`config.mk`:
```
export PLATFORM = sky130hd
export DESIGN_NAME = multi_reader_buffer_index_manager
export DESIGN_NICKNAME = d
export VERILOG_FILES = /design/src/hw/rtl/mrbim_pkg.sv /design/src/hw/rtl/mrbim_ctrl.sv /design/src/hw/rtl/mrbim_dp.sv /design/src/hw/rtl/multi_reader_buffer_index_manager.sv
export SDC_FILE = /design/constraint.sdc
export NUM_CORES = 1
export LEC_CHECK = 0
export ABC_AREA = 1
export BUFFER_PORTS_ARGS = -buffer_cell sky130_fd_sc_hd__buf_2
export CORE_MARGIN = 4
export CORE_UTILIZATION = 33
export DETAILED_ROUTE_END_ITERATION = 10
export PLACE_DENSITY = 0.48
export SKIP_CTS_REPAIR_TIMING = 1
export SLEW_MARGIN = 5
export SYNTH_ARGS = -nofsm -noshare
export SYNTH_HDL_FRONTEND = slang
export SYNTH_HIERARCHICAL = 1
export SYNTH_SLANG_ARGS = --single-unit
export TNS_END_PERCENT = 100
```
`constraint.sdc`:
```
create_clock -name i_clk -period 2.4 [get_ports i_clk]
set_input_delay 0.24 -clock i_clk [delete_from_list [all_inputs] [get_ports i_clk]]
set_output_delay 0.24 -clock i_clk [all_outputs]
set_load 0.02 [all_outputs]
```
`src/hw/rtl/mrbim_pkg.sv`:
```
// Package for the multi-reader buffer index manager.
// Types, codes and sizing constants shared by the controller, datapath and top level.
// No dependencies.
package mrbim_pkg;

    localparam int READER_SLOTS  = 8;
    localparam int SPARE_BUFFERS = 2;
    localparam int NBUF_MAX      = READER_SLOTS + SPARE_BUFFERS;
    localparam int SLOT_W        = $clog2(READER_SLOTS);
    localparam int BUF_W         = 4;
    localparam int CNT_W         = 4;

    localparam logic [2:0] CMD_ACQUIRE = 3'd0;
    localparam logic [2:0] CMD_PUBLISH = 3'd1;
    localparam logic [2:0] CMD_OPEN    = 3'd2;
    localparam logic [2:0] CMD_CLOSE   = 3'd3;
    localparam logic [2:0] CMD_FETCH   = 3'd4;

    localparam logic [1:0] STS_OK         = 2'd0;
    localparam logic [1:0] STS_NO_BUFFER  = 2'd1;
    localparam logic [1:0] STS_NO_PENDING = 2'd2;
    localparam logic [1:0] STS_NO_SLOT    = 2'd3;

    localparam logic [CNT_W-1:0] READERS_RESET = CNT_W'(READER_SLOTS);

    typedef struct packed {
        logic [2:0] cmd;
        logic [2:0] reader_id;
    } t_in_word;

    typedef struct packed {
        logic [1:0] status;
        logic [3:0] buffer_index;
        logic [2:0] granted_reader;
    } t_out_word;

    typedef enum logic [0:0] {
        ST_IDLE,
        ST_EXEC
    } t_state;

    // controller -> datapath
    typedef struct packed {
        logic capture;
        logic execute;
    } t_dp_ctrl;

endpackage

```
`src/hw/rtl/mrbim_ctrl.sv`:
```
// Controller for the buffer index manager: two-state sequencer.
// Depends on mrbim_pkg.
module mrbim_ctrl (
    input  logic                i_clk,
    input  logic                i_rst_n,
    input  logic                start,
    output logic                busy,
    output mrbim_pkg::t_dp_ctrl o_dp_ctrl
);
    import mrbim_pkg::*;

    t_state r_state;
    t_state n_state;

    always_ff @(posedge i_clk) begin
        if (!i_rst_n) begin
            r_state <= ST_IDLE;
        end else begin
            r_state <= n_state;
        end
    end

    always_comb begin
        n_state = r_state;
        unique case (r_state)
            ST_IDLE: begin
                if (start) n_state = ST_EXEC;
            end
            ST_EXEC: begin
                n_state = ST_IDLE;
            end
            default: n_state = ST_IDLE;
        endcase
    end

    always_comb begin
        busy              = 1'b0;
        o_dp_ctrl.capture = 1'b0;
        o_dp_ctrl.execute = 1'b0;
        unique case (r_state)
            ST_IDLE: begin
                o_dp_ctrl.capture = start;
            end
            ST_EXEC: begin
                busy              = 1'b1;
                o_dp_ctrl.execute = 1'b1;
            end
            default: ;
        endcase
    end

endmodule

```
`src/hw/rtl/mrbim_dp.sv`:
```
// Datapath for the buffer index manager: bookkeeping state, buffer and slot scans,
// result register. Depends on mrbim_pkg.
module mrbim_dp (
    input  logic                            i_clk,
    input  logic                            i_rst_n,
    input  mrbim_pkg::t_dp_ctrl             i_dp_ctrl,
    input  mrbim_pkg::t_in_word             i_in,
    input  logic                            i_cfg_we,
    input  logic [mrbim_pkg::CNT_W-1:0]     i_cfg_wdata,
    output logic                            o_strobe,
    output mrbim_pkg::t_out_word            o_out
);
    import mrbim_pkg::*;

    // buffer numbers are kept one-based, zero means none
    logic [CNT_W-1:0]  r_readers;
    logic [BUF_W-1:0]  r_latest, n_latest;
    logic [BUF_W-1:0]  r_pending, n_pending;
    logic [BUF_W-1:0]  r_holds [READER_SLOTS];
    logic [BUF_W-1:0]  n_holds [READER_SLOTS];
    logic [READER_SLOTS-1:0] r_taken, n_taken;
    logic [CNT_W-1:0]  r_open, n_open;
    t_in_word          r_in;
    t_out_word         r_out, n_out;
    logic              r_strobe;

    logic [CNT_W-1:0]  eff_r;
    logic [BUF_W-1:0]  nbuf;
    logic [NBUF_MAX-1:0] buf_free;
    logic              any_buf;
    logic [BUF_W-1:0]  free_buf;
    logic [READER_SLOTS-1:0] slot_free;
    logic              any_slot;
    logic [SLOT_W-1:0] free_slot;

    always_comb begin
        if (r_readers == '0)
            eff_r = CNT_W'(1);
        else if (r_readers > CNT_W'(READER_SLOTS))
            eff_r = CNT_W'(READER_SLOTS);
        else
            eff_r = r_readers;
        nbuf = BUF_W'(eff_r) + BUF_W'(SPARE_BUFFERS);
    end

    // buffer is free when it lies within the live buffer count and is neither latest nor held by an active slot
    always_comb begin
        logic used;
        for (int b = 0; b < NBUF_MAX; b++) begin
            used = (r_latest == BUF_W'(b + 1));
            for (int i = 0; i < READER_SLOTS; i++) begin
                if ((CNT_W'(i) < eff_r) && (r_holds[i] == BUF_W'(b + 1)))
                    used = 1'b1;
            end
            buf_free[b] = !used && (BUF_W'(b) < nbuf);
        end
    end

    always_comb begin
        any_buf  = 1'b0;
        free_buf = '0;
        for (int b = NBUF_MAX - 1; b >= 0; b--) begin
            if (buf_free[b]) begin
                any_buf  = 1'b1;
                free_buf = BUF_W'(b);
            end
        end
    end

    always_comb begin
        any_slot  = 1'b0;
        free_slot = '0;
        for (int i = 0; i < READER_SLOTS; i++)
            slot_free[i] = !r_taken[i] && (CNT_W'(i) < eff_r);
        for (int i = READER_SLOTS - 1; i >= 0; i--) begin
            if (slot_free[i]) begin
                any_slot  = 1'b1;
                free_slot = SLOT_W'(i);
            end
        end
    end

    always_comb begin
        n_latest  = r_latest;
        n_pending = r_pending;
        n_holds   = r_holds;
        n_taken   = r_taken;
        n_open    = r_open;
        n_out     = '0;
        unique case (r_in.cmd)
            CMD_ACQUIRE: begin
                n_pending    = '0;
                n_out.status = STS_NO_BUFFER;
                if (any_buf) begin
                    n_pending          = free_buf + BUF_W'(1);
                    n_out.buffer_index = free_buf;
                    n_out.status       = STS_OK;
                end
            end
            CMD_PUBLISH: begin
                if (r_pending == '0) begin
                    n_out.status = STS_NO_PENDING;
                end else begin
                    n_latest = r_pending;
                    for (int i = 0; i < READER_SLOTS; i++) begin
                        if ((CNT_W'(i) < eff_r) && (r_holds[i] == '0))
                            n_holds[i] = r_pending;
                    end
                    n_out.buffer_index = r_pending - BUF_W'(1);
                    n_pending          = '0;
                end
            end
            CMD_OPEN: begin
                n_out.status = STS_NO_SLOT;
                if ((r_open < eff_r) && any_slot) begin
                    n_taken[free_slot]   = 1'b1;
                    n_open               = r_open + CNT_W'(1);
                    n_out.granted_reader = free_slot;
                    n_out.status         = STS_OK;
                end
            end
            CMD_CLOSE: begin
                if ((CNT_W'(r_in.reader_id) >= eff_r) || !r_taken[r_in.reader_id]) begin
                    n_out.status = STS_NO_SLOT;
                end else begin
                    n_taken[r_in.reader_id] = 1'b0;
                    if (r_open != '0) n_open = r_open - CNT_W'(1);
                end
            end
            CMD_FETCH: begin
                if (CNT_W'(r_in.reader_id) >= eff_r) begin
                    n_out.status = STS_NO_SLOT;
                end else begin
                    n_holds[r_in.reader_id] = r_latest;
                    n_out.buffer_index = (r_latest != '0) ? r_latest - BUF_W'(1) : '0;
                end
            end
            default: ;
        endcase
    end

    always_ff @(posedge i_clk) begin
        if (!i_rst_n) begin
            r_readers <= READERS_RESET;
            r_latest  <= BUF_W'(1);
            r_pending <= '0;
            r_taken   <= '0;
            r_open    <= '0;
            r_strobe  <= 1'b0;
            for (int i = 0; i < READER_SLOTS; i++) r_holds[i] <= '0;
        end else begin
            r_strobe <= i_dp_ctrl.execute;
            if (i_cfg_we) r_readers <= i_cfg_wdata;
            if (i_dp_ctrl.execute) begin
                r_latest  <= n_latest;
                r_pending <= n_pending;
                r_taken   <= n_taken;
                r_open    <= n_open;
                r_holds   <= n_holds;
            end
        end
    end

    always_ff @(posedge i_clk) begin
        if (i_dp_ctrl.capture) r_in <= i_in;
        if (i_dp_ctrl.execute) r_out <= n_out;
    end

    assign o_strobe = r_strobe;
    assign o_out    = r_out;

endmodule

```
`src/hw/rtl/multi_reader_buffer_index_manager.sv`:
```
// Top level of the multi-reader buffer index manager.
// Depends on mrbim_pkg, mrbim_ctrl and mrbim_dp.

// Hands out buffer indices to one writer and up to eight readers sharing
// readers+2 buffers. A command word is taken when start is high and busy is
// low; busy then stays high for one cycle while the datapath scans the ten
// buffer marks and eight reader slots, and the result word appears on o_out
// with o_strobe high for exactly one cycle right after. A new command can be
// started in the same cycle its predecessor's result is shown. Results cannot
// be held off by the receiver. The reader-count register may be written any
// time the block is not busy.
module multi_reader_buffer_index_manager (
    input  logic                            i_clk,
    input  logic                            i_rst_n,
    input  logic                            start,
    output logic                            busy,
    input  mrbim_pkg::t_in_word             i_in,
    input  logic                            i_cfg_we,
    input  logic [mrbim_pkg::CNT_W-1:0]     i_cfg_wdata,
    output logic                            o_strobe,
    output mrbim_pkg::t_out_word            o_out
);
    import mrbim_pkg::*;

    t_dp_ctrl dp_ctrl;

    mrbim_ctrl u_ctrl (
        .i_clk     (i_clk),
        .i_rst_n   (i_rst_n),
        .start     (start),
        .busy      (busy),
        .o_dp_ctrl (dp_ctrl)
    );

    mrbim_dp u_dp (
        .i_clk       (i_clk),
        .i_rst_n     (i_rst_n),
        .i_dp_ctrl   (dp_ctrl),
        .i_in        (i_in),
        .i_cfg_we    (i_cfg_we),
        .i_cfg_wdata (i_cfg_wdata),
        .o_strobe    (o_strobe),
        .o_out       (o_out)
    );

    a_accept_exec: assert property (@(posedge i_clk) disable iff (!i_rst_n)
        (start && !busy) |=> busy)
        else $error("accepted word did not enter execution");

    a_exec_one_cycle: assert property (@(posedge i_clk) disable iff (!i_rst_n)
        busy |=> (!busy && o_strobe))
        else $error("execution did not finish with a result strobe");

    a_strobe_follows_exec: assert property (@(posedge i_clk) disable iff (!i_rst_n)
        o_strobe |-> $past(busy))
        else $error("result strobe without execution");

endmodule

```
# Word-level counts from Yosys, hierarchy flattened
# Index checks and enable logic that the tools add are counted.
# totals
regBits	73
in_bits	14
out_inout_bits	11
word_cells	487
# op_classes
n_addsub	6
order_cmp	27
n_eq_ne	107
muxes	162
n_bitwise	6
n_reduce_logical	159
# op_table
operator	n
equality test 4 x 3 -> 1 bit (second input constant)	36
2-to-1 mux 4 bit	29
logical AND 1 bit	110
equality test 4 bit (second input constant)	27
2-to-1 mux 1 bit	104
equality test 4 x 2 -> 1 bit (second input constant)	18
2-to-1 mux 32 bit	2
case mux 32 bit (2 select lines)	1
AND reduction 5 bit	9
logical NOT 4 bit	10
equality test 4 x 1 -> 1 bit (second input constant)	9
bitwise mux 32 bit	1
less-than comparator 3 x 4 -> 1 bit (first input constant)	8
2-to-1 mux 3 bit	8
!= test 2 x 1 -> 1 bit (second input constant)	10
logical NOT 1 bit	19
less-than comparator 1 x 4 -> 1 bit (first input constant)	4
less-than comparator 2 x 4 -> 1 bit (first input constant)	4
2-to-1 mux 8 bit	2
case mux 4 bit (2 select lines)	2
case mux 8 bit (2 select lines)	1
demux 4 bit (select 3 bit)	1
case mux 4 bit (3 select lines)	1
subtractor 4 x 1 -> 4 bit (second input constant)	3
other kinds (32)	48

# Logic depth before layout (Yosys ltp)
# Gate-level depths: netlist (run 1).
# depth
depth_word	28
ltp_mapped	27
depth_no_buf	27

# Cells and area by module
# Netlist (run 1), hierarchy kept.
# by_module_without_submodules
module	instances	cells_per_inst	area_per_inst_um2	seq_area_each_um2
mrbim_dp	1	776	5052.3	1591.5
mrbim_ctrl	1	8	58.8	20.0

# Least setup slack after synthesis (run 1)
# OpenSTA, ideal clock, no wires.
# synth_timing
path_kind	register -> register
startpoint	register u_dp.r_readers[3]
endpoint	register u_dp.r_pending[2]
setup_time_ns	0.133
t_arrival_ns	2.500
t_required_ns	2.267
path_slack_ns	-0.232
stages_incl_launch_ff	26
n_path_buf	1
period_less_slack_ns	2.632
path_cell_list	dfxtp_1 -> buf_6 -> nand2_1 -> nand2_1 -> inv_1 -> ha_1 -> inv_1 -> nand2_2 -> nand2_2 -> nand3_1 -> nor2_1 -> nand4_1 -> nand2_1 -> nand2_1 -> nand2_1 -> nand2_1 -> nand2_1 -> nand2_1 -> nand2_1 -> nand2_1 -> nand2_1 -> inv_1 -> ha_1 -> o21bai_1 -> nand3_1 -> a21oi_1
# synth_via
elab_chain_cells	28
elab_cells_between_ends	226
classes_between	add/sub: 2; order compare: 19; mux: 104; reduce/logical: 101
# synth_lines
item	line	rtl
start: declaration	mrbim_dp.sv:16	logic [CNT_W-1:0] r_readers;
start signal: assignment	mrbim_dp.sv:153	if (i_cfg_we) r_readers <= i_cfg_wdata;
> comparator 4 bit	mrbim_dp.sv:39	else if (r_readers > CNT_W'(READER_SLOTS))
2-to-1 mux 4 bit	mrbim_dp.sv:39	
2-to-1 mux 4 bit (*)	mrbim_dp.sv:37	if (r_readers == '0)
less-than comparator 1 x 4 -> 1 bit	mrbim_dp.sv:52	if ((CNT_W'(i) < eff_r) && (r_holds[i] == BUF_W'(b + 1)))
logical AND 1 bit	mrbim_dp.sv:52	
2-to-1 mux 1 bit (8 in a row)	mrbim_dp.sv:52	
logical NOT 1 bit	mrbim_dp.sv:55	buf_free[b] = !used && (BUF_W'(b) < nbuf);
logical AND 1 bit	mrbim_dp.sv:55	
2-to-1 mux 4 bit (10 in a row)	mrbim_dp.sv:63	if (buf_free[b]) begin
adder 4 x 1 -> 4 bit	mrbim_dp.sv:95	n_pending = free_buf + BUF_W'(1);
2-to-1 mux 4 bit (*)	mrbim_dp.sv:94	if (any_buf) begin
case mux 4 bit (2 select lines) (*)	mrbim_dp.sv:90	unique case (r_in.cmd)
end signal: assignment	mrbim_dp.sv:156	r_pending <= n_pending;
end: declaration	mrbim_dp.sv:18	logic [BUF_W-1:0] r_pending, n_pending;
# Every way passes the cells marked *; elsewhere a longest branch is shown, timed or not.
# A chain may end at the register's enable or synchronous reset.

# Worst setup path after layout (run 1)
# layout_timing
startpoint	register u_dp.r_readers[2]
endpoint	register u_dp.r_taken[0]
# layout_via
elab_chain_cells	20
elab_cells_between_ends	51
classes_between	order compare: 13; eq/ne: 2; mux: 22; bitwise: 1; reduce/logical: 13
# layout_lines
item	line	rtl
> comparator 4 bit	mrbim_dp.sv:39	
2-to-1 mux 4 bit	mrbim_dp.sv:39	
2-to-1 mux 4 bit (*)	mrbim_dp.sv:37	
less-than comparator 3 x 4 -> 1 bit	mrbim_dp.sv:74	slot_free[i] = !r_taken[i] && (CNT_W'(i) < eff_r);
logical AND 1 bit	mrbim_dp.sv:74	
2-to-1 mux 3 bit (8 in a row)	mrbim_dp.sv:76	if (slot_free[i]) begin
less-than comparator 3 x 4 -> 1 bit (implied by the code) or greater-or-equal comparator 3 x 1 -> 1 bit (tied branches)	mrbim_dp.sv:116	n_taken[free_slot] = 1'b1;
logical AND 1 bit (implied by the code)	mrbim_dp.sv:116	
2-to-1 mux 1 bit (implied by the code)	mrbim_dp.sv:116	
demux 1 bit (select 3 bit)	-	
bitwise OR 8 bit (no line)	-	
2-to-1 mux 8 bit	mrbim_dp.sv:115	if ((r_open < eff_r) && any_slot) begin
case mux 8 bit (2 select lines)	mrbim_dp.sv:90	
end signal: assignment	mrbim_dp.sv:157	r_taken <= n_taken;
end: declaration	mrbim_dp.sv:21	logic [READER_SLOTS-1:0] r_taken, n_taken;
# Every way passes the cells marked *; elsewhere a longest branch is shown, timed or not. The select of a mux whose other input is x is not followed.

==> results.md, run 1 <==
* Status: finished, violations left
* Violated checks: negative setup slack
* Die area at 17500 µm²
* Top cells by count, synth: nand2_1 (155), inv_1 (109), nor2_1 (108), a21oi_1 (67), dfxtp_1 (58)
* RSZ-0062 raised after global routing: true
* Max transition margin at 0.445
* Clk_lat worst skew at 350 ps
* Drt pass-1 iters at 5
* Largest cells by area after synthesis: dfxtp_1 (23%), nand2_1 (11%), edfxtp_1 (8.8%)
* Sequence of cells on the critical path: buf_4, nor2_4, nand2_4, o21ai_2, ha_2, nor2_1, o21ai_2, nand3_4, buf_4, inv_2, nand3_2, a211oi_2, nand2_2, buf_4, buf_6, o21ai_1, o22ai_1
* Most frequent cell after synthesis: nand2_1
* Placement Setup Slack at -263 ps
* Worst hold path cell count at 1
* Largest net degree at the start of global routing at 45
* Horiz. Die Dim at 132 µm
* Number of synthesized flops with an enable pin at 15
* # diodes at 0
* Fmax at 377 MHz
* Vias in the first global route at 5513
* Final antenna-violating net count at 0
* Biggest area consumer among synthesized cells: dfxtp_1
* # DRC at 0
* Crit-path max FO at 5
* P per Cell Area at 501 nW/µm²
* FF-to-FF path depth at 17
* GRT met2 Usage at 0.360
* TritonCTS clock tree: built
* CTS Buffer Depth at 2
* Port Buffers at 24
* Worst setup margin at -249 ps
* LEAKAGE at 3.08 nW
* FFs w/ async S/R, synth at 0
* Die Span Y at 132 µm
* Via density at 5.21
* Met3 Usage GRT at 0.0319
* Max_cap viols at 0
* Io pins at 25
* Share of cells above drive strength 1 at 0.306
* DP Wirelength at 15300 µm
* Hold_ws at 62.7 ps
* Final setup vio count at 44
* Iter 0 DRT Violations at 484
* Netlist Area Pre-Place at 5110 µm²
* Final nets at 952
* Crit Path Category: flip-flop to flip-flop
* Synth top area share at 0.227
* Library cells used by synthesis at 47
* Seq/Total Area, Yosys at 0.315
* Critical Path RT at 2590 ps
* CP Capture Type: flip-flop
* Clock transition at path regs at 60 ps
* Critical Path Start Type: flip-flop
* Fin crit share at 1.10
* Starting Density at 0.336
* Post-synthesis cell count at 784
* Placer congestion estimate at 1.01
* Slew @ Worst Pin at 832 ps
* Initial antenna violation count at 0
* Final Hold Fails at 0
* Layout area overhead at 38.9%
* Crit-path max cell delay at 330 ps
* Min cycle time layout at 2650 ps
* Most heavily used metal layer in global routing: met2
* Worst path depth at 17
* Path category of the worst min-delay check: input port to flip-flop
* Final setup skew at 8.02 ps
* Max Slew Vio Count at 0
* FP Rows at 45
* Syn avg cell area at 6.52 µm²
* Root Buffer: clkbuf_16
* Area after DPL at 6220 µm²
* Slowest CP cell: dfxtp_2
* Yosys Warn Count at 6
* WP buf/inv at 5
* Net count after synthesis at 812
* Critical path's top delay family: compound AO/OA/AOI/OAI gates
* Core area at 15200 µm²
* Global Route met1 Usage at 0.293
* Synthesized flop and latch total at 73
* Final instance area at 7100 µm²
* First-pass GRT wire length at 29600 µm
* Maximum VDD drop at 0.304 mV
* Most used flip-flop cell after synthesis: dfxtp_1
* Clock sink total at 73
* Residual overflow from global routing at 0
* Via count at 5821
* Most used cell, CP: buf_4
* CTS Buf Count at 9
* CP arrival at 2840 ps
* WL per Instance at 17.5 µm
* Drt total wl at 19600 µm
* Global Route Usage Sum at 0.218
* H-tree Lvls at 3
sequential cells by signal (all words and copies together), names as in the netlist:
register	cells
u_ctrl/r_state	1
u_dp/o_out	9
u_dp/o_strobe	1
u_dp/r_holds	32
u_dp/r_in	6
u_dp/r_latest	4
u_dp/r_open	4
u_dp/r_pending	4
u_dp/r_readers	4
u_dp/r_taken	8
final cells by class:
| class | instances | area [µm²] |
|---|---|---|
| tap | 188 | 235 |
| fill | 1558 | 8100 |
| inverter | 128 | 504 |
| clock buffer | 10 | 229 |
| sequential | 73 | 1620 |
| timing repair buffer | 140 | 1070 |
| clock inverter | 6 | 91.3 |
| multi-input combinational | 572 | 3340 |
cells by family (layout without fill, tap and decap cells):
family / Yosys count / in the layout / share of synthesized area
buffers and inverters: 139 / 284 / 0.109
AO/OA/AOI/OAI: 167 / 167 / 0.189
AND/OR/NAND/NOR: 388 / 388 / 0.345
flip-flops: 73 / 73 / 0.315
XOR/XNOR: 3 / 3 / 0.00514
adder cells (fa/ha/maj): 14 / 14 / 0.0357
worst reg2reg max path: cells and delay by family (launching register included):
kind | cells | cell delay (ps)
AOI/OAI and AO/OA | 5 | 710
buffers and inverters | 5 | 610
DFF | 1 | 330
and+or+nand+nor | 6 | 680
adders and majority gates | 1 | 180
report_power, final:
group	leakage [nW]	total, W	switching, W	internal, W
Combinational	2.32	0.000751	0.000437	0.000314
Clock	0.145	0.00148	0.000562	0.000914
Sequential	0.614	0.00133	0.0000371	0.00129
path summary, 6_finish.rpt:
check	from	end	slack, ps
worst min register to register	u_dp/r_taken[3]$_SDFFE_PN0P_	u_dp/r_taken[3]$_SDFFE_PN0P_	490
worst min-delay path	i_in[1]	u_dp/r_in[1]$_DFFE_PP_	60
worst max-delay path	u_dp/r_readers[2]$_SDFFE_PN0P_	u_dp/r_taken[0]$_SDFFE_PN0P_	-250
worst max register to register	u_dp/r_readers[2]$_SDFFE_PN0P_	u_dp/r_taken[0]$_SDFFE_PN0P_	-250
per-layer routing:
metal	up-vias	wire, µm
met5	-	0
met4	0	473
met3	28	921
met2	172	9280
met1	2735	8890
li1	2886	-
per-stage QoR:
step	std cells	utilization	setup TNS, ps	total power (W)
floorplan	784	-	0	0.00170
global placement	1078	0.409	-3200	0.00199
detailed placement	1078	0.409	-4330	0.00199
CTS	1094	0.430	-5400	0.00348
global route	1117	0.467	-13340	0.00371
finish	1117	0.467	-5070	0.00355
cell usage in the layout (no fill, tap or decap), drive strengths merged, types with 4 or more instances in the layout:
| master | count |
|---|---|
| nor4 | 4 |
| nand4 | 22 |
| dfxtp | 58 |
| inv | 127 |
| nand2 | 165 |
| o21ai | 64 |
| nor2 | 114 |
| o22ai | 5 |
| nand3 | 60 |
| a211oi | 9 |
| ha | 13 |
| clkbuf | 10 |
| o211ai | 6 |
| buf | 140 |
| nor3 | 17 |
| a21oi | 67 |
| edfxtp | 15 |
Note: power is estimated with default switching activity, not from simulation.
==> inputs of run 2 (changes only) <==
Settings changed: SKIP_LAST_GASP from default to 1.
==> run 2 against run 1 <==
  * The flow still finishes with violations (negative setup slack)
  * Sequential share of layout area is 0.097 points higher
  * Fmax decreased by 0.83%
  * Register-to-register slack lost 20 ps
  * Total power hardly changed
  * Critical path depth grew 1
==> results.md, run 2 (synthesized netlist as in run 1, its figures left out) <==
* Die area at 17500 µm² (unchanged)
* RSZ-0062 raised after global routing: true (unchanged)
* Number of fill cells in the layout at 1563 (was 1558)
* WL per Instance at 17.5 µm (about the same)
* Most frequent cells in the layout: nand2_1 (141), buf_4 (106), inv_1 (102) (was nand2_1 (139), buf_4 (106), inv_1 (102))
* Slew @ Worst Pin at 819 ps (was 832 ps)
* CP arrival at 2900 ps (was 2840 ps)
* FF-to-FF path depth at 18 (was 17)
* Via density at 5.25 (was 5.21)
* CTS Buf Count at 9 (unchanged)
* Final setup vio count at 44 (unchanged)
* FP Rows at 45 (unchanged)
* Slowest CP cell: dfxtp_4 (was dfxtp_2)
* Worst hold path cell count at 1 (unchanged)
* DP Wirelength at 15300 µm (unchanged)
* Placed Cells at 1078 (unchanged)
* Layout area overhead at 38.3% (was 38.9%)
* Io pins at 25 (unchanged)
* Drt pass-1 iters at 5 (unchanged)
* Commonest non-fill, non-tap cell in the layout: nand2_1 (unchanged)
* Flip-flop and latch area at 1620 µm² (unchanged)
* Starting Density at 0.336 (unchanged)
* CP Capture Type: flip-flop (unchanged)
* Max reg flops at 32 (unchanged)
* Final Hold Fails at 0 (unchanged)
* Largest net degree at the start of global routing at 45 (unchanged)
* Critical Path RT at 2630 ps (was 2590 ps)
* # DRC at 0 (unchanged)
* Vias in the first global route at 5513 (unchanged)
* Placer congestion estimate at 1.01 (unchanged)
* Status: finished, violations left (unchanged)
* Max Slew Vio Count at 0 (unchanged)
* Root Buffer: clkbuf_16 (unchanged)
* Die Span Y at 132 µm (unchanged)
* Horiz. Die Dim at 132 µm (unchanged)
* Crit-path max FO at 5 (unchanged)
* # diodes at 0 (unchanged)
* Critical Path Start Type: flip-flop (unchanged)
* Share of cells above drive strength 1 at 0.297 (was 0.306)
* LEAKAGE at 3.06 nW (was 3.08 nW)
* Crit-path max cell delay at 350 ps (was 330 ps)
* Path category of the worst min-delay check: input port to flip-flop (unchanged)
* Critical path's top delay family: simple AND/OR/NAND/NOR gates (was compound AO/OA/AOI/OAI gates)
* Clock transition at path regs at 60 ps (about the same)
* Violated checks: negative setup slack (unchanged)
* Biggest register: u_dp/r_holds (unchanged)
* Final setup skew at 7.92 ps (was 8.02 ps)
* P per Cell Area at 503 nW/µm² (was 501 nW/µm²)
* Worst setup margin at -271 ps (was -249 ps)
* Maximum VDD drop at 0.305 mV (was 0.304 mV)
* Sequence of cells on the critical path: inv_4, nand3_4, nand2_4, nand2_4, ha_1, inv_1, nor2_1, o21ai_2, nand3_4, buf_4, inv_2, nand3_2, a211oi_2, nand2_2, buf_4, buf_6, o21ai_0, nor2_1 (was buf_4, nor2_4, nand2_4, o21ai_2, ha_2, nor2_1, o21ai_2, nand3_4, buf_4, inv_2, nand3_2, a211oi_2, nand2_2, buf_4, buf_6, o21ai_1, o22ai_1)
* Min cycle time layout at 2670 ps (was 2650 ps)
* Fin crit share at 1.11 (was 1.10)
* WP buf/inv at 6 (was 5)
* Via count at 5864 (was 5821)
* Core area at 15200 µm² (unchanged)
* Residual overflow from global routing at 0 (unchanged)
* Clk_lat worst skew at 350 ps (about the same)
* Total power at 0.00355 W (about the same)
* Port Buffers at 24 (unchanged)
* Worst path depth at 18 (was 17)
* Final nets at 952 (unchanged)
* Global Route Usage Sum at 0.218 (unchanged)
* Max_cap viols at 0 (unchanged)
* Crit Path Category: flip-flop to flip-flop (unchanged)
* Max transition margin at 0.454 (was 0.445)
* Multi-input logic area at 3310 µm² (was 3340 µm²)
* Area after DPL at 6220 µm² (unchanged)
* H-tree Lvls at 3 (unchanged)
* First-pass GRT wire length at 29600 µm (unchanged)
* Fmax at 374 MHz (was 377 MHz)
* Drt total wl at 19600 µm (about the same)
* Finished Core Util at 0.465 (was 0.467)
* Initial antenna violation count at 0 (unchanged)
* Clock sink total at 73 (unchanged)
* Iter 0 DRT Violations at 493 (was 484)
* CTS Buffer Depth at 2 (unchanged)
* Final instance area at 7070 µm² (was 7100 µm²)
* Layout Cells excl Fill at 1117 (unchanged)
* Placement Setup Slack at -263 ps (unchanged)
* Final antenna-violating net count at 0 (unchanged)
* TritonCTS clock tree: built (unchanged)
run 2: changes by cell type in the layout (fill, tap and decap cells not counted):
| cell | before | now |
|---|---|---|
| nor2_1 | 96 | 98 |
| nand2_2 | 18 | 17 |
| o21ai_1 | 24 | 27 |
| nand2_1 | 139 | 141 |
| o21ai_0 | 28 | 29 |
| o21ai_2 | 12 | 8 |
| nor2_2 | 12 | 10 |
| nand2_4 | 7 | 6 |
run 2: cell type report:
cell class	instances	share of cell area
inverters	128	0.0713
repair buffers	140	0.152
multi-input cells	572	0.469
clock buffers	10	0.0324
well taps	188	0.0333
clock inverters	6	0.0129
flip-flops and latches	73	0.229
run 2: per-stage QoR:
step	hold slack, ps	TNS [ps]
floorplan	339	0
global placement	418	-3200
detailed placement	418	-4330
CTS	51.8	-5400
global route	49.5	-13450
finish	62.1	-5040
run 2: worst register-to-register path, cell delays in order (launching register included):
cell	delay (ps)
dfxtp_4	350
inv_4	50
nand3_4	70
nand2_4	70
nand2_4	80
ha_1	310
inv_1	70
nor2_1	50
o21ai_2	160
nand3_4	110
buf_4	150
inv_2	50
nand3_2	80
a211oi_2	260
nand2_2	150
buf_4	170
buf_6	100
o21ai_0	200
nor2_1	80
run 2: worst paths after layout:
check	endpoint	from	slack, ps
setup / recovery	u_dp/r_taken[1]$_SDFFE_PN0P_	u_dp/r_readers[1]$_SDFFE_PN0P_	-270
hold / removal	u_dp/r_in[1]$_DFFE_PP_	i_in[1]	60
setup reg to reg	u_dp/r_taken[1]$_SDFFE_PN0P_	u_dp/r_readers[1]$_SDFFE_PN0P_	-270
hold reg to reg	u_dp/r_taken[3]$_SDFFE_PN0P_	u_dp/r_taken[3]$_SDFFE_PN0P_	490
run 2: where the power goes:
part | internal (W) | switching (W)
registers | 0.00129 | 0.0000372
clock network | 0.000914 | 0.000564
logic | 0.000313 | 0.000435
total | 0.00252 | 0.00104
run 2: per-layer routing:
layer / vias to the layer above / GRT usage / share of wire / routed length [µm]
li1: 2890 / - / - / -
met1: 2774 / 0.293 / 0.46 / 9030
met2: 169 / 0.360 / 0.47 / 9290
met3: 31 / 0.0319 / 0.040 / 779
met4: 0 / 0.0704 / 0.024 / 474
met5: - / 0 / 0 / 0
==> inputs of run 3 (changes only) <==
Settings changed: CORE_MARGIN 4 to default.
==> run 3 against run 2 <==
  * The flow still finishes with violations (negative setup slack)
  * Critical endpoint is now u_dp/r_holds[2]$_SDFFE_PN0P_
  * Non-clock buffer count up 5
  * Clock skew is 3.5 ps higher
  * Clock power shrank 5%
  * Clock-buffer cell count is 1 lower
  * Sequential share of layout area shrank 1.1 points
==> results.md, run 3 (synthesized netlist as in run 1, its figures left out) <==
* Status: finished, violations left (unchanged)
* Violated checks: negative setup slack (unchanged)
* TritonCTS clock tree: built (unchanged)
* Worst setup margin at -329 ps (was -271 ps)
* CTS Buffer Depth at 2 (unchanged)
* FP Rows at 45 (unchanged)
* Commonest non-fill, non-tap cell in the layout: nand2_1 (unchanged)
* Reg-to-reg slack, setup at -330 ps (was -270 ps)
* Fin crit share at 1.14 (was 1.11)
* WL per Instance at 17.5 µm (about the same)
* Slowest CP cell: dfxtp_2 (was dfxtp_4)
* Share of cells above drive strength 1 at 0.338 (was 0.297)
* Crit-path max FO at 6 (was 5)
* Fmax at 366 MHz (was 374 MHz)
* Global Route Usage Sum at 0.244 (was 0.218)
* Max reg flops at 32 (unchanged)
* CP Capture Type: flip-flop (unchanged)
* Die Span Y at 126 µm (was 132 µm)
* Drt pass-1 iters at 5 (unchanged)
* H-tree Lvls at 3 (unchanged)
* Io pins at 25 (unchanged)
* First-pass GRT wire length at 29000 µm (was 29600 µm)
* Final Hold Fails at 0 (unchanged)
* CTS Buf Count at 9 (unchanged)
* Sequence of cells on the critical path: inv_4, nand3_4, nand2_4, nand2_8, ha_4, inv_2, nor2_2, o21ai_2, nand3_2, nand2_2, inv_2, nor4_4, inv_4, buf_12, nor3_4, inv_2, o21ai_2, a21oi_2 (was inv_4, nand3_4, nand2_4, nand2_4, ha_1, inv_1, nor2_1, o21ai_2, nand3_4, buf_4, inv_2, nand3_2, a211oi_2, nand2_2, buf_4, buf_6, o21ai_0, nor2_1)
* Crit Path Category: flip-flop to flip-flop (unchanged)
* WP buf/inv at 6 (unchanged)
* Layout Cells excl Fill at 1122 (was 1117)
* # diodes at 0 (unchanged)
* Initial antenna violation count at 0 (unchanged)
* LEAKAGE at 3.18 nW (was 3.06 nW)
* Horiz. Die Dim at 126 µm (was 132 µm)
* Clock sink total at 73 (unchanged)
* CP startpoint: u_dp/r_readers[2]$_SDFFE_PN0P_ (was u_dp/r_readers[1]$_SDFFE_PN0P_)
* Max Slew Vio Count at 0 (unchanged)
* Core area at 15100 µm² (was 15200 µm²)
* Drt total wl at 19600 µm (about the same)
* Final nets at 957 (was 952)
* Largest net degree at the start of global routing at 45 (unchanged)
* RSZ-0062 raised after global routing: true (unchanged)
* Min cycle time layout at 2730 ps (was 2670 ps)
* Via density at 5.17 (was 5.25)
* Min-delay src: i_in[5] (was i_in[1])
* # DRC at 0 (unchanged)
* Via count at 5798 (was 5864)
* P per Cell Area at 477 nW/µm² (was 503 nW/µm²)
* Placer congestion estimate at 0.976 (was 1.01)
* CP arrival at 2960 ps (was 2900 ps)
* Worst path depth at 18 (unchanged)
* Residual overflow from global routing at 0 (unchanged)
* Crit-path max cell delay at 340 ps (was 350 ps)
* Path category of the worst min-delay check: input port to flip-flop (unchanged)
* Critical path's top delay family: simple AND/OR/NAND/NOR gates (unchanged)
* Max_cap viols at 0 (unchanged)
* Final setup skew at 11.4 ps (was 7.92 ps)
* Layout area overhead at 45.4% (was 38.3%)
* FF-to-FF path depth at 18 (unchanged)
* Starting Density at 0.337 (was 0.336)
* Biggest register: u_dp/r_holds (unchanged)
* Vias in the first global route at 5402 (was 5513)
* Max transition margin at 0.415 (was 0.454)
* Port Buffers at 24 (unchanged)
* Worst hold path cell count at 1 (unchanged)
* Iter 0 DRT Violations at 477 (was 493)
* Critical Path RT at 2630 ps (about the same)
* Total Neg Setup Slack at -10420 ps (was -5040 ps)
* Slew @ Worst Pin at 876 ps (was 819 ps)
* Clk_lat worst skew at 350 ps (about the same)
* Clock transition at path regs at 70 ps (was 60 ps)
* Final antenna-violating net count at 0 (unchanged)
* Number of fill cells in the layout at 1499 (was 1563)
* Root Buffer: clkbuf_16 (unchanged)
* Most frequent cells in the layout: nand2_1 (137), inv_1 (99), buf_4 (95) (was nand2_1 (141), buf_4 (106), inv_1 (102))
* Final setup vio count at 52 (was 44)
* Placed Cells at 1076 (was 1078)
* DP Wirelength at 15100 µm (was 15300 µm)
* Most used cell, CP: inv_2
* Critical Path Start Type: flip-flop (unchanged)
* Die area at 16000 µm² (was 17500 µm²)
* R2r startpoint: u_dp/r_readers[2]$_SDFFE_PN0P_ (was u_dp/r_readers[1]$_SDFFE_PN0P_)
* Maximum VDD drop at 0.321 mV (was 0.305 mV)
[run 3: changes by cell type in the layout (fill, tap and decap cells not counted), sizes merged]
cell,previous run,this run
buf,140,145
bufinv,3,2
clkbuf,10,9
clkinv,1,4
clkinvlp,3,1
inv,127,128
[run 3: layout make-up]
cell class / instances / area (µm²) / area share
Sequential cell: 73 / 1620 / 0.218
Tap cell: 188 / 235 / 0.0316
Multi-Input combinational cell: 572 / 3580 / 0.481
Clock inverter: 7 / 77.6 / 0.0104
Inverter: 128 / 509 / 0.0685
Timing Repair Buffer: 145 / 1190 / 0.160
Clock buffer: 9 / 225 / 0.0303
[run 3: routing by layer]
| layer | vias to the layer above | GRT usage | share of wire |
|---|---|---|---|
| met1 | 2731 | 0.313 | 0.45 |
| met5 | - | 0 | 0 |
| met4 | 0 | 0.101 | 0.028 |
| met3 | 41 | 0.0418 | 0.039 |
| met2 | 133 | 0.405 | 0.48 |
| li1 | 2893 | - | - |
[run 3: worst paths after layout]
check | endpoint
worst max-delay path | u_dp/r_holds[2]$_SDFFE_PN0P_
worst min-delay path | u_dp/r_in[5]$_DFFE_PP_
worst max register to register | u_dp/r_holds[2]$_SDFFE_PN0P_
worst min register to register | u_dp/r_taken[3]$_SDFFE_PN0P_
[run 3: per-stage QoR]
stage	hold slack, ps	instance area, µm²	power [W]	setup WS [ps]	util
6_report	62.4	7430	0.00355	-329	0.491
2_1_floorplan	339	5190	0.00170	9.30	-
5_1_grt	45.0	7430	0.00371	-453	0.491
4_1_cts	49.6	6520	0.00340	-293	0.430
3_3_place_gp	418	6220	0.00199	-307	0.410
3_5_place_dp	419	6220	0.00199	-271	0.410
[run 3: report_power, final]
group	internal (W)	switching, W	total (W)
Clock	0.000814	0.000592	0.00141
Combinational	0.000348	0.000463	0.000812
Sequential	0.00129	0.0000399	0.00133
